[src/hdl/gcb_pkg.sv]
`timescale 1ns / 1ps
// gcb_pkg: shared constants, result type and fixed-point helpers for the
// great-circle bearing/distance unit. No dependencies.
package gcb_pkg;

  localparam int CORDIC_STAGES_DEF = 24;

  // Field widths
  localparam int LAT_W  = 21;
  localparam int LON_W  = 22;
  localparam int RAD_W  = 24;
  localparam int BRG_W  = 16;
  localparam int DIST_W = 31;

  // Internal datapath widths
  localparam int HW     = 25;  // angle in 1/20000 degree
  localparam int MAG_W  = 21;
  localparam int RW     = 33;  // rotation CORDIC vector/angle
  localparam int VW     = 35;  // vectoring CORDIC vector/angle
  localparam int Q_W    = 32;  // Q30 trig values
  localparam int SQ_W   = 62;  // square-root working width
  localparam int A_W    = 31;  // haversine term, Q30 in [0,1]
  localparam int DIV_W  = 47;  // bearing scaling remainder
  localparam int DQ_W   = 15;  // bearing scaling quotient
  localparam int R100_W = 31;

  localparam int SC_LANES   = 5;
  localparam int SQRT_STEPS = 31;
  localparam int DIV_STEPS  = 15;

  localparam logic [31:0] PI_Q30   = 32'd3373259426;
  localparam logic [31:0] PI_HALF  = 32'd1686629713;
  localparam logic [31:0] KINV_Q30 = 32'd652032874;
  localparam int UNITS_90  = 1800000;
  localparam int UNITS_180 = 3600000;
  localparam int UNITS_360 = 7200000;

  // Degree-unit to Q30 scaling: PI_Q30 = 937 * UNITS_180 + PI_FRAC.
  localparam int PI_WHOLE = 937;
  localparam int PI_FRAC  = 59426;
  // floor(x / 28125) = (x * RECIP_28125) >> RECIP_SH for x < 2^30
  localparam logic [30:0] RECIP_28125 = 31'd1250999897;
  localparam int RECIP_SH = 45;

  localparam logic [R100_W-1:0] R100_RESET = 31'd637100000;
  localparam logic [DIST_W-1:0] DIST_MAX = {DIST_W{1'b1}};
  localparam int FULL_TURN_CDEG = 36000;

  typedef struct packed {
    logic [BRG_W-1:0]  bearing;
    logic [DIST_W-1:0] distance;
  } res_t;

  // Arctangent table entry in Q30; evaluated at elaboration only.
  function automatic logic [63:0] atan_entry(input int unsigned i);
    logic [63:0] sum;
    logic [63:0] t;
    int unsigned k;
    sum = '0;
    k = 0;
    if (i == 0) begin
      return (64'(PI_Q30) + 64'd2) >> 2;
    end
    while (i * (2 * k + 1) < 61) begin
      t = ((64'd1 << 60) >> (i * (2 * k + 1))) / 64'(2 * k + 1);
      if (k[0]) sum = sum - t;
      else sum = sum + t;
      k = k + 1;
    end
    return (sum + (64'd1 << 29)) >> 30;
  endfunction

  // Q30 product, rounded half up
  function automatic logic signed [Q_W-1:0] mulq(input logic signed [Q_W-1:0] a,
                                                  input logic signed [Q_W-1:0] b);
    logic signed [63:0] p;
    p = 64'(a) * 64'(b) + 64'sd536870912;
    return p[61:30];
  endfunction

endpackage

[src/hdl/gcb_div_cell.sv]
`timescale 1ns / 1ps
// gcb_div_cell: one restoring-division step by pi (Q30), registered.
// Depends on gcb_pkg (PI_Q30).
module gcb_div_cell #(
  parameter int K  = 0,
  parameter int W  = gcb_pkg::DIV_W,
  parameter int QW = gcb_pkg::DQ_W
) (
  input  logic          clk,
  input  logic          en,
  input  logic [W-1:0]  rem_in,
  input  logic [QW-1:0] q_in,
  input  logic          flag_in,
  output logic [W-1:0]  rem,
  output logic [QW-1:0] q,
  output logic          flag
);
  import gcb_pkg::*;

  localparam logic [W-1:0] DSH = W'(PI_Q30) << K;

  always_ff @(posedge clk) begin
    if (en) begin
      if (rem_in >= DSH) begin
        rem <= rem_in - DSH;
        q   <= q_in | (QW'(1) << K);
      end else begin
        rem <= rem_in;
        q   <= q_in;
      end
      flag <= flag_in;
    end
  end
endmodule

[config.mk]
export PLATFORM = sky130hd
export DESIGN_NAME = gcb_div_cell
export DESIGN_NICKNAME = d
export VERILOG_FILES = /design/src/hdl/gcb_pkg.sv /design/src/hdl/gcb_div_cell.sv
export SDC_FILE = /design/constraint.sdc
export NUM_CORES = 1
export LEC_CHECK = 0
export BUFFER_PORTS_ARGS = -buffer_cell sky130_fd_sc_hd__buf_2
export CORE_ASPECT_RATIO = 0.8
export CORE_MARGIN = 3
export CORE_UTILIZATION = 49
export DETAILED_ROUTE_END_ITERATION = 10
export GPL_TIMING_DRIVEN = 0
export PLACE_DENSITY = 0.87
export SYNTH_ARGS = -nofsm -noshare
export SYNTH_HDL_FRONTEND = slang
export SYNTH_SLANG_ARGS = --single-unit
[constraint.sdc]
create_clock -name clk -period 3 [get_ports clk]
set_input_delay 0.3 -clock clk [delete_from_list [all_inputs] [get_ports clk]]
set_output_delay 0.3 -clock clk [all_outputs]
set_load 0.005 [all_outputs]
# Word-level counts from Yosys, hierarchy flattened
# Cells that the tools add are included.
# word_totals
elab_cells	7
regBits	63
out_inout_bits	63
# classes
n_addsub	1
n_lt_le_gt_ge	1
muxes	1
# ops
operator	n
47-bit by 32-bit >= comparator with 1-bit output (second input constant)	1
47-bit 2-to-1 mux	1
47-bit by 32-bit subtractor with 47-bit output (second input constant)	1

# Longest topological paths before layout
# logic_depth
depth_word	2
depth_mapped	10

# Worst setup path after synthesis
# Ideal clock, no wire load.
# synth_path
path_type	input -> register
startpoint	input rem_in[34]
endpoint	register rem[16] (data pin)
t_required_ps	2734
n_path_buf	1
setup_slack_ps	336
stages	8
setup_time_ps	266
t_arrival_ps	2399
cell_sequence	or4_4 -> or3_4 -> or4_4 -> a31oi_4 -> and2_4 -> buf_6 -> nor3_1 -> xor2_1
# synth_between
elab_chain_cells	2
# synth_lines
item	line	text
start, declared	gcb_div_cell.sv:11	input logic [W-1:0] rem_in,
47-bit by 32-bit >= comparator with 1-bit output	gcb_div_cell.sv:24	if (rem_in >= DSH) begin
47-bit 2-to-1 mux	gcb_div_cell.sv:24	
end signal, assigned	gcb_div_cell.sv:25	rem <= rem_in - DSH;
end signal, assigned	gcb_div_cell.sv:28	rem <= rem_in;
end, declared	gcb_div_cell.sv:14	output logic [W-1:0] rem,
# No other way between the ends.
# A chain may end at the register's enable or synchronous reset.

# Worst setup path after layout
# layout_path
startpoint	input rem_in[39]
endpoint	register rem[26] (data pin)
# The elaborated chain is that of the path after synthesis.

==> flow_summary.ini <==
[logic_synthesis]
syn_inst = 276
synth_top_area_share_pct = 58.0
synth_enable_flop_cells = 63
yosysMostFrequentCell = edfxtp_1
synth_flop_cell = edfxtp_1
yosysTopAreaCell = edfxtp_1
seq_area_frac_synth_pct = 58.0
ys_top_cells_by_count = 63 x edfxtp_1, 24 x nor2_1, 24 x xnor2_1
netlist_top_cells_area = edfxtp_1 58%, xnor2_1 6.4%, xor2_1 5.1%
yosysWarnings = 0
async_reset_ff_share_pct = 0
syn-cell-area_sq_mm = 0.00326
ys_types = 46
avgSynthCellArea_sq_um = 11.8
synth-seq-cells = 63
syn_nets = 342

[critical_path]
cp_max_fo = 10
required_ns = 3.09
cp-end-kind = flip-flop
crit_start = rem_in[39]
critPathKind = primary input to flip-flop
arrival_ns = 2.87
endpoint = rem[26]
startpoint_type = primary input

[placed_design]
port_buffers = 124
dp_slack_ns = -0.124
place_area_sq_mm = 0.00398
place.gp.congestion = 0.883
dpl.hpwl_mm = 6.40
place_inst = 481

[floorplanning]
initial_core_util_pct = 52.9
core_area_sq_mm = 0.00616
dieArea_sq_mm = 0.00767
ios = 128
dieWidth_um = 97.2
die_y_um = 79.0
rows = 25

[timing]
fin_crit_ns = 2.78
slew_headroom_pct = 43.4
finalSetupViolCount = 0
finalHoldViolations = 0
fin_crit_sh_pct = 92.6
layout_setup_ws_ns = 0.223
timing.fmax_mhz = 360
final_max_slew_viol_count = 0
rsz0062_at_grt = false
worst_pin_slew_ns = 0.841

[pwr]
pwr-share-seq_pct = 51.3
leakage_uw = 0.00167
clkPwrFrac_pct = 34.5
p_switching_uw = 535
pwr_density_cell_mw_per_mm2 = 506
vdd_ir_drop_max_mv = 0.253
p_int_uw = 1580
combPwrFrac_pct = 14.2
p_sw_share_pct = 25.3

[clock_tree]
cts_tree = yes
cts_buffer_depth = 2
path_clk_slew_ns = 0.07
htreeDepth = 3
cts_sinks = 63
root_buffer = clkbuf_8
numCtsBuffers = 9
cts_setup_buffers = 0

[grt]
grt_max_degree = 64
grt_pass1_wl_mm = 13.7
antenna_found_initial = 0
first_global_vias = 2769
grt.total_usage_pct = 22.9
grt_overflow_total = 0

[cells_and_area]
drive_above_1_share_pct = 36.1
insertedDiodeCount = 0
finalNetCount = 477
final_area_sq_mm = 0.00419
instances_no_fill = 497
area_growth_pct = 28.4

[detailed_routing]
drtAntennaViolNets = 0
drt_drc_violations_left = 0
vias = 2858
vias_per_cell = 5.75
firstDrtPassIters = 5
wl_per_cell_um = 17.5
routed_wirelength_mm = 8.71
drtIter0Drc = 205

[worst_hold_path]
hp-class = primary input to flip-flop

[outcome]
status = finished, final reports clean

[run]
cap_viol_max_count = 0
[critical path: stages]
cell     delay, ns
buf_2         0.12
nor4_1        0.37
or4b_1        0.55
or4_4         0.55
a31oi_4       0.28
nand2_1       0.29
buf_6         0.24
nand2_1       0.08
xnor2_1       0.07
[state kept, by name (all words and copies together) (netlist names)]
| name | cells |
|---|---|
| rem | 47 |
| q | 15 |
| flag | 1 |
[cell families after synthesis]
logic type	share of synthesized area, %
AOI/OAI and AO/OA	9.75
DFF	58.0
adders and majority gates	0.384
buffers and inverters	1.96
xor gates and xnor gates	11.6
and+or+nand+nor	18.3
[layout by cell type (no fill, tap or decap), types with 6 or more instances in the layout]
| master | count |
|---|---|
| buf_2 | 123 |
| edfxtp_1 | 63 |
| nor2_1 | 24 |
| xnor2_1 | 24 |
| nand2_1 | 23 |
| nor3_1 | 19 |
| xor2_1 | 19 |
| nand3_1 | 15 |
| o21ai_0 | 9 |
| clkbuf_8 | 9 |
| nor4_1 | 8 |
| a21oi_1 | 8 |
| a21o_1 | 6 |
[cell type report]
| class | count | area, sq um |
|---|---|---|
| fillers | 478 | 1970 |
| flip-flops and latches | 63 | 1890 |
| clock inverters | 7 | 73.8 |
| well taps | 81 | 101 |
| repair buffers | 124 | 623 |
| clock buffers | 9 | 124 |
| plain buffers | 6 | 45.0 |
| inverters | 5 | 18.8 |
| multi-input cells | 202 | 1310 |
[worst min-delay path by stage]
stage	slack [ns]	depth (start not counted)	from	to
after floorplan	0.40	0	flag_in	flag
after global placement	0.48	1	q_in[8]	q[8]
after detailed placement	0.48	1	q_in[12]	q[12]
after CTS	0.12	1	q_in[12]	q[12]
after global routing	0.11	1	q_in[12]	q[12]
final	0.13	1	q_in[11]	q[11]
[metal layers]
layer | wire (um) | track usage (%) | up-vias | share of wire [%]
met5 | 0 | 0 | - | 0
met4 | 204 | 7.99 | 0 | 2.3
met3 | 817 | 7.37 | 20 | 9.4
met2 | 4180 | 38.2 | 162 | 48
met1 | 3510 | 28.4 | 1371 | 40
li1 | - | - | 1305 | -
[per-stage QoR]
| step | setup TNS, ns | utilization (%) | total power [uW] | hold slack, ns |
|---|---|---|---|---|
| global placement | -3.82 | 64.6 | 1390 | 0.478 |
| global route | 0 | 68.0 | 2210 | 0.110 |
| CTS | 0 | 67.8 | 2130 | 0.121 |
| detailed placement | -2.28 | 64.6 | 1410 | 0.482 |
| floorplan | 0 | - | 1220 | 0.399 |
| finish | 0 | 68.0 | 2120 | 0.127 |
[power groups by stage]
stage | Sequential (uW) | Clock (uW) | Combinational (uW)
final | 1090 | 730 | 301
after global routing | 1090 | 783 | 331
after CTS | 1090 | 741 | 301
after detailed placement | 1110 | 0 | 299
after global placement | 1100 | 0 | 288
after floorplan | 1120 | 0 | 101
[timing repair]
| item | CTS | global route |
|---|---|---|
| resized for setup | 0 | 1 |
| endpoints found under the setup margin | 0 | 6 |
| hold buffers | 0 | 0 |
No activity file was read; power rests on OpenSTA's default activity.
