[src/hdl/gcb_pkg.sv]
`timescale 1ns / 1ps
// gcb_pkg: shared constants, result type and fixed-point helpers for the
// great-circle bearing/distance unit. No dependencies.
package gcb_pkg;

  localparam int CORDIC_STAGES_DEF = 24;

  // Field widths
  localparam int LAT_W  = 21;
  localparam int LON_W  = 22;
  localparam int RAD_W  = 24;
  localparam int BRG_W  = 16;
  localparam int DIST_W = 31;

  // Internal datapath widths
  localparam int HW     = 25;  // angle in 1/20000 degree
  localparam int MAG_W  = 21;
  localparam int RW     = 33;  // rotation CORDIC vector/angle
  localparam int VW     = 35;  // vectoring CORDIC vector/angle
  localparam int Q_W    = 32;  // Q30 trig values
  localparam int SQ_W   = 62;  // square-root working width
  localparam int A_W    = 31;  // haversine term, Q30 in [0,1]
  localparam int DIV_W  = 47;  // bearing scaling remainder
  localparam int DQ_W   = 15;  // bearing scaling quotient
  localparam int R100_W = 31;

  localparam int SC_LANES   = 5;
  localparam int SQRT_STEPS = 31;
  localparam int DIV_STEPS  = 15;

  localparam logic [31:0] PI_Q30   = 32'd3373259426;
  localparam logic [31:0] PI_HALF  = 32'd1686629713;
  localparam logic [31:0] KINV_Q30 = 32'd652032874;
  localparam int UNITS_90  = 1800000;
  localparam int UNITS_180 = 3600000;
  localparam int UNITS_360 = 7200000;

  // Degree-unit to Q30 scaling: PI_Q30 = 937 * UNITS_180 + PI_FRAC.
  localparam int PI_WHOLE = 937;
  localparam int PI_FRAC  = 59426;
  // floor(x / 28125) = (x * RECIP_28125) >> RECIP_SH for x < 2^30
  localparam logic [30:0] RECIP_28125 = 31'd1250999897;
  localparam int RECIP_SH = 45;

  localparam logic [R100_W-1:0] R100_RESET = 31'd637100000;
  localparam logic [DIST_W-1:0] DIST_MAX = {DIST_W{1'b1}};
  localparam int FULL_TURN_CDEG = 36000;

  typedef struct packed {
    logic [BRG_W-1:0]  bearing;
    logic [DIST_W-1:0] distance;
  } res_t;

  // Arctangent table entry in Q30; evaluated at elaboration only.
  function automatic logic [63:0] atan_entry(input int unsigned i);
    logic [63:0] sum;
    logic [63:0] t;
    int unsigned k;
    sum = '0;
    k = 0;
    if (i == 0) begin
      return (64'(PI_Q30) + 64'd2) >> 2;
    end
    while (i * (2 * k + 1) < 61) begin
      t = ((64'd1 << 60) >> (i * (2 * k + 1))) / 64'(2 * k + 1);
      if (k[0]) sum = sum - t;
      else sum = sum + t;
      k = k + 1;
    end
    return (sum + (64'd1 << 29)) >> 30;
  endfunction

  // Q30 product, rounded half up
  function automatic logic signed [Q_W-1:0] mulq(input logic signed [Q_W-1:0] a,
                                                  input logic signed [Q_W-1:0] b);
    logic signed [63:0] p;
    p = 64'(a) * 64'(b) + 64'sd536870912;
    return p[61:30];
  endfunction

endpackage

[src/hdl/gcb_vec_cell.sv]
`timescale 1ns / 1ps
// gcb_vec_cell: one vectoring-mode CORDIC step (atan2), registered.
// Depends on gcb_pkg (arctangent table).
module gcb_vec_cell #(
  parameter int I = 0,
  parameter int W = gcb_pkg::VW
) (
  input  logic                clk,
  input  logic                en,
  input  logic signed [W-1:0] x_in,
  input  logic signed [W-1:0] y_in,
  input  logic signed [W-1:0] z_in,
  input  logic                flag_in,
  output logic signed [W-1:0] x,
  output logic signed [W-1:0] y,
  output logic signed [W-1:0] z,
  output logic                flag
);
  import gcb_pkg::*;

  localparam logic signed [W-1:0] ATAN = W'(atan_entry(I));

  logic signed [W-1:0] dx, dy;
  assign dx = y_in >>> I;
  assign dy = x_in >>> I;

  always_ff @(posedge clk) begin
    if (en) begin
      if (y_in >= 0) begin
        x <= x_in + dx;
        y <= y_in - dy;
        z <= z_in + ATAN;
      end else begin
        x <= x_in - dx;
        y <= y_in + dy;
        z <= z_in - ATAN;
      end
      flag <= flag_in;
    end
  end
endmodule

[config.mk]
export PLATFORM = sky130hd
export DESIGN_NAME = gcb_vec_cell
export DESIGN_NICKNAME = d
export VERILOG_FILES = /design/src/hdl/gcb_pkg.sv /design/src/hdl/gcb_vec_cell.sv
export SDC_FILE = /design/constraint.sdc
export NUM_CORES = 1
export LEC_CHECK = 0
export BUFFER_PORTS_ARGS = -buffer_cell sky130_fd_sc_hd__buf_2
export CORE_ASPECT_RATIO = 0.9
export CORE_MARGIN = 2
export CORE_UTILIZATION = 58
export DETAILED_ROUTE_END_ITERATION = 10
export GPL_TIMING_DRIVEN = 1
export PLACE_DENSITY = 0.83
export REMOVE_ABC_BUFFERS = 1
export SYNTH_ARGS = -nofsm -noshare
export SYNTH_HDL_FRONTEND = slang
export SYNTH_SLANG_ARGS = --single-unit
[constraint.sdc]
create_clock -name clk -period 4.5 [get_ports clk]
set_input_delay 0.225 -clock clk [delete_from_list [all_inputs] [get_ports clk]]
set_output_delay 0.225 -clock clk [all_outputs]
set_load 0.02 [all_outputs]
**Yosys cells after proc, flatten, opt, wreduce, memory -nomap -nowiden**

Index checks and enable logic that the tools add are counted.

- Register bits after elaboration: 106
- Bits of input ports: 108
- Output and inout bits: 106
- Word-level logic and storage cells: 13

- $add $sub $neg: 5
- $lt $le $gt $ge: 1
- Multiplexer cells: 3

Operators with widths:

| kind | count |
|---|---|
| $mux W35 | 3 |
| $sub A35 B35 Y35 | 2 |
| $add A35 B31 Y35 const B | 1 |
| $add A35 B35 Y35 | 1 |
| $ge A35 B1 Y1 const B | 1 |
| $sub A35 B31 Y35 const B | 1 |

**Depth between registers and ports, before layout**

- Depth in word-level cells: 2
- Mapped depth: 15
- Depth with buffers taken out: 12

**Least setup slack after synthesis**

Ideal clock, no wire load.

- Path kind: input -> register
- From: in y_in[34]
- To: reg z[29], data pin
- Library setup time: 0.260 ns
- Arrival: 3.484 ns
- Data required time: 4.240 ns
- Setup slack: 0.757 ns
- Cell stages on the path: 15
- Buffers on the path: 4
- Cell sequence: buf_2 -> inv_1 -> clkbuf_1 -> buf_1 -> ha_1 -> buf_2 -> o21a_1 -> o2111ai_1 -> a2111oi_2 -> o41ai_2 -> a311oi_2 -> a21oi_2 -> o21ai_1 -> a21o_1 -> xor2_1

- Cells in the longest elaborated chain, start to end: 2

RTL lines:

| item | line | RTL |
|---|---|---|
| start, declared | gcb_vec_cell.sv:11 | `input logic signed [W-1:0] y_in,` |
| $ge A35 B1 Y1 | gcb_vec_cell.sv:29 | `if (y_in >= 0) begin` |
| $mux W35 | gcb_vec_cell.sv:29 |  |
| end signal, assigned | gcb_vec_cell.sv:32 | `z <= z_in + ATAN;` |
| end signal, assigned | gcb_vec_cell.sv:36 | `z <= z_in - ATAN;` |
| end, declared | gcb_vec_cell.sv:16 | `output logic signed [W-1:0] z,` |

No other way between the ends.
A chain may end at the register's enable or synchronous reset.

**Final worst setup path**

- From: in x_in[2]
- To: reg x[32], data pin

- Cells in the longest elaborated chain, start to end: 2
- Elaborated cells between the ends (all ways): 3
- Those cells by class: 2 x add/sub; 1 x mux

RTL lines:

| item | line | RTL |
|---|---|---|
| start, declared | gcb_vec_cell.sv:10 | `input logic signed [W-1:0] x_in,` |
| $sub A35 B35 Y35 or $add A35 B35 Y35 (tied branches) | gcb_vec_cell.sv:34, gcb_vec_cell.sv:30 |  |
| $mux W35 (*) | gcb_vec_cell.sv:29 |  |
| end signal, assigned | gcb_vec_cell.sv:30 | `x <= x_in + dx;` |
| end signal, assigned | gcb_vec_cell.sv:34 | `x <= x_in - dx;` |
| end, declared | gcb_vec_cell.sv:14 | `output logic signed [W-1:0] x,` |

Mark *: on every way between the ends. The rest lies on a longest branch, timed or not.

==> report_table.html <==
<table>
<tr><th>Metric</th><th>Value</th></tr>
<tr><th colspan="2">Run status</th></tr>
<tr><td>Run status</td><td>finished, final reports clean</td></tr>
<tr><th colspan="2">Global route</th></tr>
<tr><td>Via count of the first global-routing pass</td><td>9,818</td></tr>
<tr><td>Global-route usage over all layers</td><td>32.8%</td></tr>
<tr><td>Remaining Overflow, GRT</td><td>0</td></tr>
<tr><td>First-pass GRT wire length</td><td>52.1 mm</td></tr>
<tr><td>Antenna violations before repair</td><td>2</td></tr>
<tr><td>Pin count of the biggest net entering global routing</td><td>74</td></tr>
<tr><th colspan="2">Synthesis</th></tr>
<tr><td>Leading cell type by number of instances after synthesis</td><td>a21oi_1</td></tr>
<tr><td>Async set-or-reset flop fraction in the synthesized netlist</td><td>0%</td></tr>
<tr><td>Cells taking the most area after synthesis</td><td>edfxtp_1 (29%), ha_1 (15%), a21oi_1 (7.4%), xnor2_1 (5.7%), inv_1 (3.9%)</td></tr>
<tr><td>Instance count of the mapped netlist</td><td>1,290</td></tr>
<tr><td>Synth Register Bits</td><td>105</td></tr>
<tr><td>Mean Syn Cell Area</td><td>8.53 sq um</td></tr>
<tr><td>Number of synthesized flops with an enable pin</td><td>105</td></tr>
<tr><td>Flip-flop cell with the highest count after synthesis</td><td>edfxtp_1</td></tr>
<tr><td>Cell area after synthesis</td><td>0.0110 sq mm</td></tr>
<tr><td>Share of Yosys cell area claimed by the top area cell type</td><td>28.7%</td></tr>
<tr><td>Commonest cells post-synth</td><td>a21oi_1 (163), ha_1 (135), inv_1 (115)</td></tr>
<tr><td>Post-synthesis cell type with the largest combined area</td><td>edfxtp_1</td></tr>
<tr><td>Warnings from Yosys</td><td>0</td></tr>
<tr><td>Number of library cell types mapped by synthesis</td><td>71</td></tr>
<tr><td>Part of the Yosys area used for sequential elements</td><td>28.7%</td></tr>
<tr><th colspan="2">Clock tree</th></tr>
<tr><td>CTS root buf</td><td>clkbuf_16</td></tr>
<tr><td>Resized cells post-CTS</td><td>0</td></tr>
<tr><td>Clock tree from TritonCTS</td><td>yes</td></tr>
<tr><td>Hold_buf cts</td><td>0</td></tr>
<tr><td>Count of clock tree sinks</td><td>105</td></tr>
<tr><td>Level count of the clock H-tree</td><td>3</td></tr>
<tr><td>Clk buf depth</td><td>2</td></tr>
<tr><td>Clock transition time at the flip-flop clock pins of the worst setup and hold paths</td><td>0.08 ns</td></tr>
<tr><td>Buffers inserted during post-CTS setup optimization</td><td>0</td></tr>
<tr><td>CTS buffer count</td><td>9</td></tr>
<tr><th colspan="2">Final layout</th></tr>
<tr><td>NumNets Final</td><td>1,723</td></tr>
<tr><td>Finished layout cell area</td><td>0.0125 sq mm</td></tr>
<tr><td>Ant. Diodes</td><td>0</td></tr>
<tr><td>Layout overhead on the synthesized area</td><td>13.9%</td></tr>
<tr><td>Layout cells sized above 1</td><td>18.4%</td></tr>
<tr><td>FILL cells</td><td>1,586</td></tr>
<tr><th colspan="2">Timing</th></tr>
<tr><td>PnR worst setup slack</td><td>1.35 ns</td></tr>
<tr><td>Transition time at the pin with the least slew margin</td><td>0.953 ns</td></tr>
<tr><td>Final max-slew violation count</td><td>0</td></tr>
<tr><td>Fmax</td><td>318 MHz</td></tr>
<tr><td>Hold_ws</td><td>0.0435 ns</td></tr>
<tr><td>Min Tclk post-route</td><td>3.15 ns</td></tr>
<tr><td>Final TNS setup</td><td>0 ns</td></tr>
<tr><td>Relative max-transition margin</td><td>36.4%</td></tr>
<tr><td>Hold Violations, Final</td><td>0</td></tr>
<tr><td>Final setup violation count</td><td>0</td></tr>
<tr><td>Final Cycle Share</td><td>70.0%</td></tr>
<tr><td>RSZ-0062 raised after global routing</td><td>false</td></tr>
<tr><th colspan="2">Floorplanning</th></tr>
<tr><td>Area of the placeable core</td><td>0.0185 sq mm</td></tr>
<tr><td>Vertical die dimension</td><td>135 um</td></tr>
<tr><td>Starting Density</td><td>59.6%</td></tr>
<tr><td>Floorplan die area</td><td>0.0201 sq mm</td></tr>
<tr><td>Number of I/O pins</td><td>214</td></tr>
<tr><td>Row cnt</td><td>47</td></tr>
<tr><td>Chip width</td><td>149 um</td></tr>
<tr><th colspan="2">Power and ir drop</th></tr>
<tr><td>Power spent charging and discharging nets</td><td>1.51 mW</td></tr>
<tr><td>Internal cell power</td><td>2.27 mW</td></tr>
<tr><td>Leakage</td><td>5.67 nW</td></tr>
<tr><td>Maximum vdd ir drop</td><td>218 uV</td></tr>
<tr><td>Areal power density over the cells</td><td>302 mW/mm^2</td></tr>
<tr><td>Power share of the sequential group</td><td>35.6%</td></tr>
<tr><td>Fraction of power spent switching nets</td><td>40.0%</td></tr>
<tr><td>PnR Total Power</td><td>3.79 mW</td></tr>
<tr><td>Clock power share</td><td>20.6%</td></tr>
<tr><td>Combinational Power Share</td><td>43.8%</td></tr>
<tr><th colspan="2">Worst setup path</th></tr>
<tr><td>Cells along the critical path</td><td>buf_2, inv_1, ha_1, nor2b_1, o211ai_1, a211oi_1, a311oi_1, o21ai_1, a211oi_1, o31ai_1, mux2i_1, xor2_1</td></tr>
<tr><td>Delay of the slowest cell on the worst path</td><td>0.49 ns</td></tr>
<tr><td>Delay-heaviest family, CP</td><td>compound AO/OA/AOI/OAI gates</td></tr>
<tr><td>Largest fanout on the critical path</td><td>14</td></tr>
<tr><td>CP arrival</td><td>3.24 ns</td></tr>
<tr><td>Number of buffer and inverter stages on the critical path</td><td>2</td></tr>
<tr><td>Data required, critical path</td><td>4.60 ns</td></tr>
<tr><td>Type of element launching the critical path</td><td>input pin</td></tr>
<tr><td>Worst Path Class, Setup</td><td>in -&gt; reg</td></tr>
<tr><td>Crit path max-delay cell type</td><td>a211oi_1</td></tr>
<tr><td>CP most frequent cell</td><td>a211oi_1</td></tr>
<tr><td>Capturing element type of the critical path</td><td>flip-flop</td></tr>
<tr><th colspan="2">Placement</th></tr>
<tr><td>Area after detailed placement</td><td>0.0122 sq mm</td></tr>
<tr><td>Worst slack at placement</td><td>1.07 ns</td></tr>
<tr><td>IO buf count</td><td>213</td></tr>
<tr><td>Routability congestion estimate from global placement</td><td>0.978</td></tr>
<tr><td>Total half-perimeter wirelength after legalization and detailed placement</td><td>26.3 mm</td></tr>
<tr><th colspan="2">Detailed routing</th></tr>
<tr><td>Routed via count divided by cell count</td><td>6.21</td></tr>
<tr><td>Routed Wire Length</td><td>33.3 mm</td></tr>
<tr><td>Post-detailed-route DRC marker count</td><td>0</td></tr>
<tr><td>Total number of vias</td><td>10,713</td></tr>
<tr><td>Drt first-iter violations</td><td>1,202</td></tr>
<tr><td>Post-detailed-route wirelength per cell</td><td>19.3 um</td></tr>
<tr><td>Remaining number of nets flagged by the antenna check after routing</td><td>0</td></tr>
<tr><td>Drt first pass iters</td><td>5</td></tr>
<tr><th colspan="2">Worst hold path</th></tr>
<tr><td>Type of the tightest min-delay check</td><td>in -&gt; reg</td></tr>
<tr><th colspan="2">Job</th></tr>
<tr><td>Number of max-cap violations</td><td>0</td></tr>
</table>
==> metal layers <==
metal	vias up	track usage, %	wire, um
met5	-	0	13
met4	2	8.68	757
met1	5025	48.2	14700
li1	5039	-	-
met3	60	6.18	3310
met2	587	49.7	14600
==> metrics by stage <==
| stage | utilization, % | std cells |
|---|---|---|
| global placement | 66.3 | 1710 |
| detailed placement | 66.3 | 1710 |
| CTS | 67.8 | 1726 |
| global route | 67.8 | 1726 |
| floorplan | - | 1242 |
| finish | 67.8 | 1726 |
==> final cells by class <==
class                           count  area [sq um]  share of cell area, %
Clock buffer                       10           229                   1.83
Timing Repair Buffer              223          1140                   9.13
Sequential cell                   105          3150                   25.2
Clock inverter                      6          48.8                  0.390
Tap cell                          245           307                   2.45
Inverter                          117           439                   3.51
Multi-Input combinational cell   1020          7210                   57.5
==> logic make-up after synthesis <==
family,after synthesis,synth area share [%]
compound gates,449,26.0
buf+inv,165,5.81
flops,105,28.7
fa+ha+maj,139,16.1
xor+xnor,97,7.72
mux,21,1.91
simple gates,314,13.8
==> placed cells by master (no fill, tap or decap), types with 21 or more instances in the layout <==
master and count:
buf_2 212, edfxtp_1 105, xor2_1 25, nor2_1 100, o21bai_1 26, ha_1 135, xnor2_1 72, o21ai_0 83
a21oi_1 163, a21o_1 37, nor3_1 31, mux2i_1 21, inv_1 114, nand2_1 66, a211oi_1 23
==> power by group through the flow <==
stage          registers [mW]  clock network, mW  logic [mW]
2_1_floorplan            1.58                  0       0.872
3_3_place_gp             1.37                  0        1.61
3_5_place_dp             1.37                  0        1.62
4_1_cts                  1.35              0.792        1.63
5_1_grt                  1.36              0.820        1.79
6_report                 1.35              0.782        1.66
==> flip-flops by register name, summed over array words and instances, names as in the netlist <==
name	count
flag	1
z	35
x	35
y	34
==> worst paths after layout <==
| kind | end | startpoint | cells after the start |
|---|---|---|---|
| setup / recovery | x[32] | x_in[2] | 12 |
| hold / removal | flag | flag_in | 1 |
Note: power is estimated with default switching activity, not from simulation.
