`src/hdl/gcb_pkg.sv`:
```
`timescale 1ns / 1ps
// gcb_pkg: shared constants, result type and fixed-point helpers for the
// great-circle bearing/distance unit. No dependencies.
package gcb_pkg;

  localparam int CORDIC_STAGES_DEF = 24;

  // Field widths
  localparam int LAT_W  = 21;
  localparam int LON_W  = 22;
  localparam int RAD_W  = 24;
  localparam int BRG_W  = 16;
  localparam int DIST_W = 31;

  // Internal datapath widths
  localparam int HW     = 25;  // angle in 1/20000 degree
  localparam int MAG_W  = 21;
  localparam int RW     = 33;  // rotation CORDIC vector/angle
  localparam int VW     = 35;  // vectoring CORDIC vector/angle
  localparam int Q_W    = 32;  // Q30 trig values
  localparam int SQ_W   = 62;  // square-root working width
  localparam int A_W    = 31;  // haversine term, Q30 in [0,1]
  localparam int DIV_W  = 47;  // bearing scaling remainder
  localparam int DQ_W   = 15;  // bearing scaling quotient
  localparam int R100_W = 31;

  localparam int SC_LANES   = 5;
  localparam int SQRT_STEPS = 31;
  localparam int DIV_STEPS  = 15;

  localparam logic [31:0] PI_Q30   = 32'd3373259426;
  localparam logic [31:0] PI_HALF  = 32'd1686629713;
  localparam logic [31:0] KINV_Q30 = 32'd652032874;
  localparam int UNITS_90  = 1800000;
  localparam int UNITS_180 = 3600000;
  localparam int UNITS_360 = 7200000;

  // Degree-unit to Q30 scaling: PI_Q30 = 937 * UNITS_180 + PI_FRAC.
  localparam int PI_WHOLE = 937;
  localparam int PI_FRAC  = 59426;
  // floor(x / 28125) = (x * RECIP_28125) >> RECIP_SH for x < 2^30
  localparam logic [30:0] RECIP_28125 = 31'd1250999897;
  localparam int RECIP_SH = 45;

  localparam logic [R100_W-1:0] R100_RESET = 31'd637100000;
  localparam logic [DIST_W-1:0] DIST_MAX = {DIST_W{1'b1}};
  localparam int FULL_TURN_CDEG = 36000;

  typedef struct packed {
    logic [BRG_W-1:0]  bearing;
    logic [DIST_W-1:0] distance;
  } res_t;

  // Arctangent table entry in Q30; evaluated at elaboration only.
  function automatic logic [63:0] atan_entry(input int unsigned i);
    logic [63:0] sum;
    logic [63:0] t;
    int unsigned k;
    sum = '0;
    k = 0;
    if (i == 0) begin
      return (64'(PI_Q30) + 64'd2) >> 2;
    end
    while (i * (2 * k + 1) < 61) begin
      t = ((64'd1 << 60) >> (i * (2 * k + 1))) / 64'(2 * k + 1);
      if (k[0]) sum = sum - t;
      else sum = sum + t;
      k = k + 1;
    end
    return (sum + (64'd1 << 29)) >> 30;
  endfunction

  // Q30 product, rounded half up
  function automatic logic signed [Q_W-1:0] mulq(input logic signed [Q_W-1:0] a,
                                                  input logic signed [Q_W-1:0] b);
    logic signed [63:0] p;
    p = 64'(a) * 64'(b) + 64'sd536870912;
    return p[61:30];
  endfunction

endpackage

```
`src/hdl/gcb_sqrt_cell.sv`:
```
`timescale 1ns / 1ps
// gcb_sqrt_cell: one digit step of a floor integer square root, registered.
// Depends on gcb_pkg (step count).
module gcb_sqrt_cell #(
  parameter int J = 0,
  parameter int W = gcb_pkg::SQ_W
) (
  input  logic         clk,
  input  logic         en,
  input  logic [W-1:0] v_in,
  input  logic [W-1:0] res_in,
  output logic [W-1:0] v,
  output logic [W-1:0] res
);
  import gcb_pkg::*;

  localparam int POS = 2 * (SQRT_STEPS - 1 - J);
  localparam logic [W-1:0] BIT = W'(1) << POS;

  logic [W-1:0] trial;
  assign trial = res_in + BIT;

  always_ff @(posedge clk) begin
    if (en) begin
      if (v_in >= trial) begin
        v   <= v_in - trial;
        res <= (res_in >> 1) + BIT;
      end else begin
        v   <= v_in;
        res <= res_in >> 1;
      end
    end
  end
endmodule

```
`config.mk`:
```
export PLATFORM = sky130hd
export DESIGN_NAME = gcb_sqrt_cell
export DESIGN_NICKNAME = d
export VERILOG_FILES = /design/src/hdl/gcb_pkg.sv /design/src/hdl/gcb_sqrt_cell.sv
export SDC_FILE = /design/constraint.sdc
export NUM_CORES = 1
export LEC_CHECK = 0
export BUFFER_PORTS_ARGS = -buffer_cell sky130_fd_sc_hd__buf_2
export CAP_MARGIN = 20
export CORE_MARGIN = 2
export CORE_UTILIZATION = 48
export DETAILED_ROUTE_END_ITERATION = 8
export PLACE_DENSITY = 0.84
export REMOVE_ABC_BUFFERS = 1
export SYNTH_ARGS = -nofsm -noshare
export SYNTH_HDL_FRONTEND = slang
export SYNTH_SLANG_ARGS = --single-unit
```
`constraint.sdc`:
```
create_clock -name clk -period 3 [get_ports clk]
set_input_delay 0.15 -clock clk [delete_from_list [all_inputs] [get_ports clk]]
set_output_delay 0.15 -clock clk [all_outputs]
set_load 0.02 [all_outputs]
```
# Word level (Yosys, flattened, before mapping)
# Cells that the tools add are included.
# word_totals
reg_bits	124
output_inout_bits	124
word_cells	9
# op_classes
n_addsub	3
n_lt_le_gt_ge	1
n_mux	2
# op_table
cell	n
adder 61 x 61 -> 62 bit (second input constant)	1
adder 62 x 61 -> 62 bit (second input constant)	1
>= comparator 62 bit	1
two-way mux 62 bit	1
subtractor 62 bit	1
two-way mux 61 bit	1

# Depth between registers and ports, before layout
# Gate-level depths: netlist of run 1.
# depth
word_depth	3
depth_mapped	16

# Worst setup path before layout of run 1
# OpenSTA, ideal clock, no wires.
# synth_timing
kind	input -> register
from	input v_in[0]
to	register v[48], data pin
setup_time_ps	262
arrival_time_ps	2724
t_required_ps	2738
path_slack_ps	14
path_stages	15
path_buffers	2
cell_sequence	inv_1 -> ha_1 -> inv_1 -> fa_1 -> a211oi_1 -> o21ai_1 -> o2111ai_1 -> a21o_2 -> o21ai_4 -> a31oi_4 -> a21oi_2 -> o21a_1 -> buf_4 -> buf_6 -> mux2_1
# synth_between
elab_chain_cells	2
# synth_rtl
item	line	rtl
start: declaration	gcb_sqrt_cell.sv:10	input logic [W-1:0] v_in,
subtractor 62 bit or >= comparator 62 bit (tied branches)	gcb_sqrt_cell.sv:26, gcb_sqrt_cell.sv:25	
two-way mux 62 bit *	gcb_sqrt_cell.sv:25	if (v_in >= trial) begin
end signal: assignment	gcb_sqrt_cell.sv:26	v <= v_in - trial;
end signal: assignment	gcb_sqrt_cell.sv:29	v <= v_in;
end: declaration	gcb_sqrt_cell.sv:12	output logic [W-1:0] v,
# Mark *: on every way between the ends. The rest lies on a longest branch, timed or not.
# A chain may end at the register's enable or synchronous reset.

# Worst setup path after layout of run 1
# layout_timing
from	input res_in[55]
to	register v[53], data pin
# layout_between
elab_chain_cells	3
# layout_rtl
item	line	rtl
start: declaration	gcb_sqrt_cell.sv:11	input logic [W-1:0] res_in,
adder 62 x 61 -> 62 bit	gcb_sqrt_cell.sv:21	assign trial = res_in + BIT;
>= comparator 62 bit	gcb_sqrt_cell.sv:25	
two-way mux 62 bit	gcb_sqrt_cell.sv:25	
# No other way between the ends.

==> out/qor.yml, run 1 <==
maxSlewHeadroom_pct: 60.2
root_buffer: "clkbuf_16"
synthMuxAreaShare_pct: 0.814
synth-compound-area-share_pct: 21.4
synth-edff-count: 124
syn_to_final_growth_pct: 43.5
postSynth.asyncResetShare_pct: 0
yosys.area.top_type: "edfxtp_1"
drive_above_1_share_pct: 34.2
critical-path-top-delay-family: "compound AO/OA/AOI/OAI gates"
grt_pass1_vias: 8566
syn_area_per_cell_sq_um: 9.61
fp.dieH_um: 137
grt_max_degree: 65
viasPerCell: 5.66
yosysUniqueCellTypes: 69
final.setup.worst_slack_ns: -0.00125
peakVddDrop_v: 0.000417
num_vias: 8729
crit_required_ns: 3.29
crit_path_end_kind: "flop"
die_w_um: 137
place.gp.congestion: 0.926
leakagePower_nw: 5.67
overflow: 0
period_needed_ns: 3.00
rsz0062_at_grt: "yes"
clock.fmax_ghz: 0.333
dpl_cell_area_sq_um: 10800
synth_seq_cells: 124
port_buffers: 249
synth_top_family_by_area: "compound AO/OA/AOI/OAI gates"
yosys.area_share.simple_pct: 12.7
grt_use_total_pct: 28.5
setup_viol: 1
core_sq_um: 17200
yosys.area.top_type_share_pct: 44.1
ios: 250
cp_cell_sequence: "dlygate4sd3_1 -> buf_2 -> inv_1 -> ha_1 -> a21o_1 -> a21oi_1 -> o21ai_0 -> a21oi_2 -> o311ai_2 -> buf_4 -> buf_4 -> o21ai_2 -> buf_4 -> and2_1 -> a31o_1"
syn_inst: 879
cts_made_buffers: 17
synthFlopType: "edfxtp_1"
tns_ns: -0.00125
worst_pin_slew_ns: 0.597
synthTopCellsByArea: "edfxtp_1 (44%), ha_1 (9.2%), a21oi_1 (6.9%), a21o_1 (3.7%), inv_1 (3.7%)"
arrival_ns: 3.29
worstPathMaxFanout: 8
yosysWarnings: 0
power_per_cell_area_nw_per_um2: 529
grt_pass1_wl_mm: 41.5
violations: "setup timing"
rows: 48
cts_tree: "yes"
start_kind: "primary input"
cpPeakStageDelay_ns: 0.57
period_share_pct: 100
wirelength_mm: 27.6
antenna_found_initial: 4
postLayoutCellArea_sq_um: 12100
dp_hpwl_mm: 19.6
synthXorXnorAreaFrac_pct: 5.70
synth_fa_ha_area_share_pct: 9.42
first_iter_violations: 866
synth_area_sq_um: 8450
slowest_stage: "dlygate4sd3_1"
fillers: 1208
clock_path_buffers: 2
outcome: "finished, violations left"
finalPower_mw: 6.41
initial_core_util_pct: 49.0
drc: 0
die-area_sq_um: 18700
cts_max_level: 4
hold_class: "in -> reg"
ant_nets: 0
path_common_cell: "buf_4"
wl_per_cell_um: 17.9
nets: 1490
hold_viol_final: 0
worst-path-buf-inv: 6
firstDrtPassIters: 6
path_class: "in -> reg"
clock_sinks: 124
max-cap-violations: 0
yosysSeqAreaShare_pct: 44.1
clkTransAtPathRegs_ns: 0.06
slew_viol_final: 0
==> synthesized netlist by cell type (2+ instances only) <==
master    number
edfxtp_1     124
a21oi_1      117
inv_1         83
nor2_1        72
ha_1          62
nand2_1       62
o21ai_0       45
a21o_1        42
xnor2_1       31
clkbuf_1      25
xor2_1        24
nand4_1       18
nand3_1       15
nor3_1        15
o211ai_1      14
a31oi_1       11
nand2b_1       9
and3_1         8
o21bai_1       8
o31ai_1        7
and2_1         6
o21a_1         6
buf_4          5
buf_6          5
a211oi_1       4
and4_1         4
a21oi_2        3
a31o_2         3
nor4_1         3
or3_1          3
a21boi_0       2
a311oi_2       2
mux2_2         2
mux2i_1        2
nor4b_1        2
o21ai_1        2
==> layout make-up <==
type / count / area (sq um) / share of cell area, %
repair buffers: 438 / 2870 / 23.7
diodes: 4 / 10.0 / 0.0826
flip-flops and latches: 124 / 3720 / 30.7
multi-input cells: 637 / 4370 / 36.0
inverters: 83 / 312 / 2.57
well taps: 225 / 282 / 2.32
clock buffers: 18 / 429 / 3.54
clock inverters: 14 / 129 / 1.06
==> layout by cell type (no fill, tap or decap), types with 8 or more instances in the layout <==
cell type	instances
a21o_1	42
o211ai_1	14
nor2_1	72
nor3_1	11
xor2_1	24
o21ai_0	42
a21oi_1	112
xnor2_1	31
o21bai_1	8
inv_1	83
clkbuf_16	17
dlygate4sd3_1	59
a31oi_1	11
buf_4	126
nand2_1	62
edfxtp_1	124
nand3_1	14
nand4_1	18
ha_1	61
nand2b_1	9
buf_2	248
==> repair_timing <==
| action | in CTS | in global routing |
|---|---|---|
| endpoints found under the hold margin | 59 | 0 |
| hold buffers | 59 | 0 |
| setup buffers | 0 | 8 |
| endpoints found under the setup margin | 0 | 64 |
| resized for setup | 0 | 29 |
==> power by group <==
part	internal, mW	switching (mW)
sequential	2.16	0.0569
clock	1.20	0.791
combinational	0.917	1.28
total	4.29	2.13
==> registers in the layout, summed over array words and instances (netlist names) <==
signal  cells
res        62
v          62
==> through the flow <==
stage          hold WS (ns)  setup WS (ns)  cells  util [%]
6_report            0.00965       -0.00125   1543      70.3
5_1_grt              0.0143        -0.0873   1542      70.3
4_1_cts             0.00815        0.00118   1530      69.1
3_5_place_dp          0.343         -0.204   1439      62.4
3_3_place_gp          0.342         -0.146   1439      62.4
2_1_floorplan         0.249          -1.24    843         -
==> metal layers <==
layer	GRT usage, %	up-vias	share of wire, %	routed length [um]
met2	46.3	486	47	13100
met4	16.0	0	5.4	1490
met5	0	-	0	0
met3	6.52	122	7.7	2140
li1	-	4066	-	-
met1	34.8	4055	39	10900
==> final timing paths <==
check | from | endpoint | slack (ns) | cells after the start
min | res_in[1] | res[0]$_DFFE_PP_ | 0.01 | 2
max | res_in[55] | v[53]$_DFFE_PP_ | -0.001 | 15
==> logic make-up (layout without fill, tap and decap cells) <==
kind of cell / Yosys count / in the layout
compound gates: 287 / 288
xor+xnor: 55 / 55
fa+ha+maj: 63 / 63
buf+inv: 119 / 553
flops: 124 / 124
mux: 6 / 6
other cells: 0 / 4
simple gates: 225 / 225
(Power assumes the default switching activity.)
==> run 2, diff against run 1 <==
--- a/config.mk
+++ b/config.mk
@@ -7,4 +7,6 @@
 export LEC_CHECK = 0
+export ABC_CLOCK_PERIOD_IN_PS = 3000
 export BUFFER_PORTS_ARGS = -buffer_cell sky130_fd_sc_hd__buf_2
 export CAP_MARGIN = 20
+export CORE_ASPECT_RATIO = 0.9
 export CORE_MARGIN = 2
--- a/constraint.sdc
+++ b/constraint.sdc
@@ -3,2 +3,2 @@
 set_output_delay 0.15 -clock clk [all_outputs]
-set_load 0.02 [all_outputs]
+set_load 0.01 [all_outputs]
==> run 2 against run 1 <==
Against the previous run: the run now ends clean; critical endpoint is now v[58]$_DFFE_PP_; die area hardly changed; highest routed layer unchanged; final cell count down 0.84%; critical path depth is the same; wire length shrank 5.2%; power is 3.2% lower; clock power barely moved; non-clock buffer count shrank 24; maximum frequency rose by 3.0%; sequential power is essentially flat; utilization down 2.1 points; count of clock-buffer cells in the layout up 2.
==> out/qor.yml, run 2 (synthesized netlist as in run 1, its figures left out) <==
viasPerCell: 5.46  # was 5.66
path_common_cell: "buf_4"  # unchanged
critical-path-top-delay-family: "compound AO/OA/AOI/OAI gates"  # unchanged
finalPower_mw: 6.21  # was 6.41 mW
port_buffers: 249  # unchanged
leakagePower_nw: 5.54  # was 5.67 nW
first_iter_violations: 847  # was 866
cpPeakStageDelay_ns: 0.52  # was 0.57 ns
clock_path_buffers: 2  # unchanged
period_needed_ns: 2.91  # was 3.00 ns
numPlacedInstances: 1430  # was 1,439
arrival_ns: 3.09  # was 3.29 ns
reg_top3: "res (62), v (62)"  # unchanged
period_share_pct: 97.1  # was 100%
nets: 1466  # was 1,490
dp_hpwl_mm: 19.0  # was 19.6 mm
grt_pass1_wl_mm: 39.9  # was 41.5 mm
fin_cells: 1530  # was 1,543
grt_use_total_pct: 27.5  # was 28.5%
fp.dieH_um: 130  # was 137 um
hold_class: "in -> reg"  # unchanged
path_class: "in -> reg"  # unchanged
wl_per_cell_um: 17.1  # was 17.9 um
antenna_found_initial: 1  # was 4
crit_path_end_kind: "flop"  # unchanged
cts_made_buffers: 17  # unchanged
power_per_cell_area_nw_per_um2: 522  # was 529 nW/um^2
clkTransAtPathRegs_ns: 0.06  # about the same
clock.fmax_ghz: 0.343  # was 0.333 GHz
syn_to_final_growth_pct: 40.8  # was 43.5%
slowest_stage: "dlygate4sd3_1"  # unchanged
root_buffer: "clkbuf_16"  # unchanged
wirelength_mm: 26.2  # was 27.6 mm
crit_required_ns: 3.17  # was 3.29 ns
clock_sinks: 124  # unchanged
drive_above_1_share_pct: 32.0  # was 34.2%
place.gp.congestion: 0.962  # was 0.926
cts_max_level: 4  # unchanged
slew_viol_final: 0  # unchanged
cts_tree: "yes"  # unchanged
final_cell_mix: "buf_2 (248), edfxtp_1 (124), a21oi_1 (113)"  # was buf_2 (248), buf_4 (126), edfxtp_1 (124)
ios: 250  # unchanged
num_vias: 8361  # was 8,729
maxSlewHeadroom_pct: 57.1  # was 60.2%
worst-path-buf-inv: 6  # unchanged
rows: 46  # was 48
ant_nets: 0  # unchanged
die-area_sq_um: 18700  # about the same
core_sq_um: 17400  # was 17,200 sq um
final_common_cell: "buf_2"  # unchanged
cp_cell_sequence: "dlygate4sd3_1 -> buf_2 -> inv_1 -> ha_1 -> buf_4 -> a21o_1 -> a21oi_1 -> o211ai_1 -> o31ai_2 -> a21oi_2 -> buf_4 -> buf_4 -> nor3b_1 -> a211oi_1 -> o21ai_0"  # was dlygate4sd3_1 -> buf_2 -> inv_1 -> ha_1 -> a21o_1 -> a21oi_1 -> o21ai_0 -> a21oi_2 -> o311ai_2 -> buf_4 -> buf_4 -> o21ai_2 -> buf_4 -> and2_1 -> a31o_1
max-cap-violations: 0  # unchanged
worst_pin_slew_ns: 0.643  # was 0.597 ns
peakVddDrop_v: 0.000408  # was 0.000417 V
overflow: 0  # unchanged
firstDrtPassIters: 6  # unchanged
initial_core_util_pct: 48.5  # was 49.0%
setup_viol: 0  # was 1
grt_pass1_vias: 8062  # was 8,566
grt_max_degree: 65  # unchanged
worstPathMaxFanout: 6  # was 8
start_kind: "primary input"  # unchanged
drc: 0  # unchanged
die_w_um: 144  # was 137 um
hold_viol_final: 0  # unchanged
outcome: "complete, no violations"  # was finished, violations left
## run 2: cell types whose count changed in the layout (fill, tap and decap cells not counted), moves of 3 or more
cell / change
buf_4: -25
clkinv_2: -4
clkinv_1: +3
diode_2: -3
## run 2: power by group
group,internal [mW],leakage [nW],switching (mW)
Combinational,0.880,4.06,1.09
Clock,1.28,0.271,0.743
Sequential,2.16,1.21,0.0467
## run 2: worst paths after layout
| check | startpoint | to | slack [ns] | depth (start not counted) |
|---|---|---|---|---|
| worst max-delay path | res_in[48] | v[58]$_DFFE_PP_ | 0.09 | 15 |
| worst min-delay path | v_in[4] | v[4]$_DFFE_PP_ | 0.02 | 3 |
## run 2: final cells by class
type	instances	area, sq um
inverter	83	312
antenna	1	2.50
clock inverter	11	126
sequential	124	3720
multi-input combinational	637	4310
clock buffer	20	437
timing repair buffer	414	2690
tap	240	300
fill	1336	5540
## run 2: repair_timing
item | 4_1_cts | 5_1_grt
resized for setup | 0 | 18
endpoints found under the setup margin | 0 | 48
endpoints found under the hold margin | 60 | 0
hold buffers | 60 | 0
buffers inserted | 0 | 7
## run 2: metal layers
layer	vias to the layer above	part of all wire (%)	GRT usage, %
li1	4038	-	-
met1	3846	42	34.8
met2	398	46	44.2
met3	79	8.3	7.93
met4	0	3.8	11.8
met5	-	0	0
## run 2: stage by stage
stage / cell area [sq um] / worst slack, ns / hold slack [ns] / utilization (%) / setup TNS [ns]
CTS: 11800 / 0.000830 / 0.0132 / 67.5 / 0
floorplan: 8260 / -1.24 / 0.249 / - / -54.20
detailed placement: 10600 / -0.265 / 0.343 / 60.8 / -4.48
global route: 11900 / -0.0468 / 0.0283 / 68.2 / -0.189
global placement: 10600 / -0.261 / 0.341 / 60.8 / -0.993
finish: 11900 / 0.0855 / 0.0202 / 68.2 / 0
==> run 3, diff against run 2 <==
- ABC_CLOCK_PERIOD_IN_PS: 3000 -> 3400
- CORE_UTILIZATION: 48 -> 57
- PLACE_DENSITY: 0.84 -> 0.93
- clock period: 3 -> 3.4 ns (I/O delays scaled with it)
==> run 3 against run 2 <==
Against the previous run: setup slack lost 0.0041 ns; power shrank 16%; flip-flop and latch count is the same; die area shrank 15%; global-route usage grew 5.2 points; sequential share of layout area grew 1.7 points; hold slack gained 0.024 ns; final area shrank 5.3%; critical path depth shrank 1; utilization grew 8.9 points; critical endpoint is now v[33]$_DFFE_PP_; largest power group unchanged.
==> out/qor.yml, run 3 (synthesized netlist as in run 1, its figures left out) <==
initial_core_util_pct: 57.8  # was 48.5%
wl_per_cell_um: 19.1  # was 17.1 um
ant_nets: 0  # unchanged
hold_class: "in -> reg"  # unchanged
period_needed_ns: 3.32
first_iter_violations: 973  # was 847
cts_tree: "yes"  # unchanged
path_class: "in -> reg"  # unchanged
core_sq_um: 14600  # was 17,400 sq um
power_per_cell_area_nw_per_um2: 462  # was 522 nW/um^2
die-area_sq_um: 15800  # was 18,700 sq um
root_buffer: "clkbuf_16"  # unchanged
outcome: "complete, no violations"  # unchanged
syn_to_final_growth_pct: 33.4  # was 40.8%
final.setup.worst_slack_ns: 0.0815  # was 0.0855 ns
num_vias: 8449  # was 8,361
crit_path_end_kind: "flop"  # unchanged
clock_path_buffers: 2  # unchanged
hold_viol_final: 0  # unchanged
crit_required_ns: 3.56  # was 3.17 ns
grt_max_degree: 82  # was 65
grt_use_total_pct: 32.7  # was 27.5%
cpPeakStageDelay_ns: 0.54  # was 0.52 ns
drc: 0  # unchanged
hold-worst-slack_ns: 0.0443  # was 0.0202 ns
overflow: 0  # unchanged
cp_cell_sequence: "dlygate4sd3_1 -> buf_2 -> inv_1 -> ha_2 -> a21o_1 -> o32a_1 -> a311oi_2 -> buf_4 -> o211ai_1 -> o211ai_1 -> a21oi_2 -> nand2b_1 -> xnor2_1 -> a21oi_1"  # was dlygate4sd3_1 -> buf_2 -> inv_1 -> ha_1 -> buf_4 -> a21o_1 -> a21oi_1 -> o211ai_1 -> o31ai_2 -> a21oi_2 -> buf_4 -> buf_4 -> nor3b_1 -> a211oi_1 -> o21ai_0
drive_above_1_share_pct: 28.2  # was 32.0%
worst_pin_slew_ns: 0.831  # was 0.643 ns
clock.fmax_ghz: 0.301
final_common_cell: "buf_2"  # unchanged
p_int_mw: 3.55  # was 4.32 mW
cts_made_buffers: 17  # unchanged
net-switching-power_mw: 1.66  # was 1.88 mW
rows: 42  # was 46
port_buffers: 249  # unchanged
period_share_pct: 97.6
final_util_pct: 77.2  # was 68.2%
worstPathMaxFanout: 7  # was 6
antenna_found_initial: 1  # unchanged
fp.dieH_um: 120  # was 130 um
p_clk_share_pct: 30.9  # was 32.6%
grt_pass1_vias: 8199  # was 8,062
rsz0062_at_grt: "yes"
dp_hpwl_mm: 18.0  # was 19.0 mm
viasPerCell: 5.97  # was 5.46
wirelength_mm: 27.0  # was 26.2 mm
peakVddDrop_v: 0.000368  # was 0.000408 V
p_sw_share_pct: 31.8  # was 30.4%
place_ws_ns: 0.0711  # was -0.265 ns
grt_pass1_wl_mm: 40.9  # was 39.9 mm
firstDrtPassIters: 7  # was 6
place.gp.congestion: 0.898  # was 0.962
nets: 1397  # was 1,466
path_common_cell: "o211ai_1"  # was buf_4
clkTransAtPathRegs_ns: 0.06  # about the same
finalPower_mw: 5.21  # was 6.21 mW
ios: 250  # unchanged
clock_sinks: 124  # unchanged
final_cell_mix: "buf_2 (248), edfxtp_1 (124), a21oi_1 (114)"  # was buf_2 (248), edfxtp_1 (124), a21oi_1 (113)
cts_max_level: 4  # unchanged
slowest_stage: "dlygate4sd3_1"  # unchanged
seq_power_share_pct: 37.7  # was 35.6%
slew_viol_final: 0  # unchanged
crit_start: "res_in[6]"  # was res_in[48]
setup_viol: 0  # unchanged
dpl_cell_area_sq_um: 10000  # was 10,600 sq um
max-cap-violations: 0  # unchanged
arrival_ns: 3.48  # was 3.09 ns
leakagePower_nw: 5.18  # was 5.54 nW
min_from: "v_in[4]"  # unchanged
maxSlewHeadroom_pct: 44.6  # was 57.1%
p_comb_share_pct: 31.4  # was 31.8%
reg_top3: "res (62), v (62)"  # unchanged
postLayoutCellArea_sq_um: 11300  # was 11,900 sq um
die_w_um: 132  # was 144 um
start_kind: "primary input"  # unchanged
## run 3: final timing paths
kind	to	slack (ns)	cells past startpoint
max	v[33]$_DFFE_PP_	0.08	14
min	v[4]$_DFFE_PP_	0.04	3
## run 3: final cells by class
| class | instances | area [sq um] |
|---|---|---|
| flip-flops and latches | 124 | 3720 |
| diodes | 1 | 2.50 |
| clock buffers | 21 | 440 |
| inverters | 83 | 312 |
| fillers | 1020 | 3340 |
| clock inverters | 6 | 51.3 |
| repair buffers | 344 | 2130 |
| multi-input cells | 638 | 4370 |
| well taps | 198 | 248 |
## run 3: through the flow
step                instances  setup TNS, ns
detailed placement       1323              0
global placement         1323              0
CTS                      1410              0
finish                   1415              0
global route             1415         -0.354
floorplan                 843         -29.95
## run 3: layer usage
layer  vias to the layer above  track usage, %  routed length (um)
met2                       528            55.6               12900
met3                       111            7.94                2270
met5                         -               0                   0
met4                         0            14.6                1240
li1                       3880               -                   -
met1                      3930            39.7               10600
## run 3: power groups by stage
stage | registers (mW) | logic (mW) | clock network (mW)
global route | 1.98 | 1.76 | 1.66
CTS | 1.96 | 1.54 | 1.58
finish | 1.96 | 1.63 | 1.61
floorplan | 2.09 | 0.795 | 0
global placement | 1.98 | 1.43 | 0
detailed placement | 1.98 | 1.47 | 0
## run 3: timing repair
| item | in CTS | in global routing |
|---|---|---|
| setup endpoints to repair | 0 | 57 |
| resized for setup | 0 | 23 |
| hold buffers | 60 | 0 |
| buffers inserted | 0 | 2 |
| hold endpoints to repair | 60 | 0 |
## run 3: critical path: cells and delay by family
family / cells / cell delay (ns)
adders and majority gates: 1 / 0.32
buffers and inverters: 4 / 0.91
xor gates and xnor gates: 1 / 0.18
AOI/OAI and AO/OA: 7 / 1.72
and+or+nand+nor: 1 / 0.18
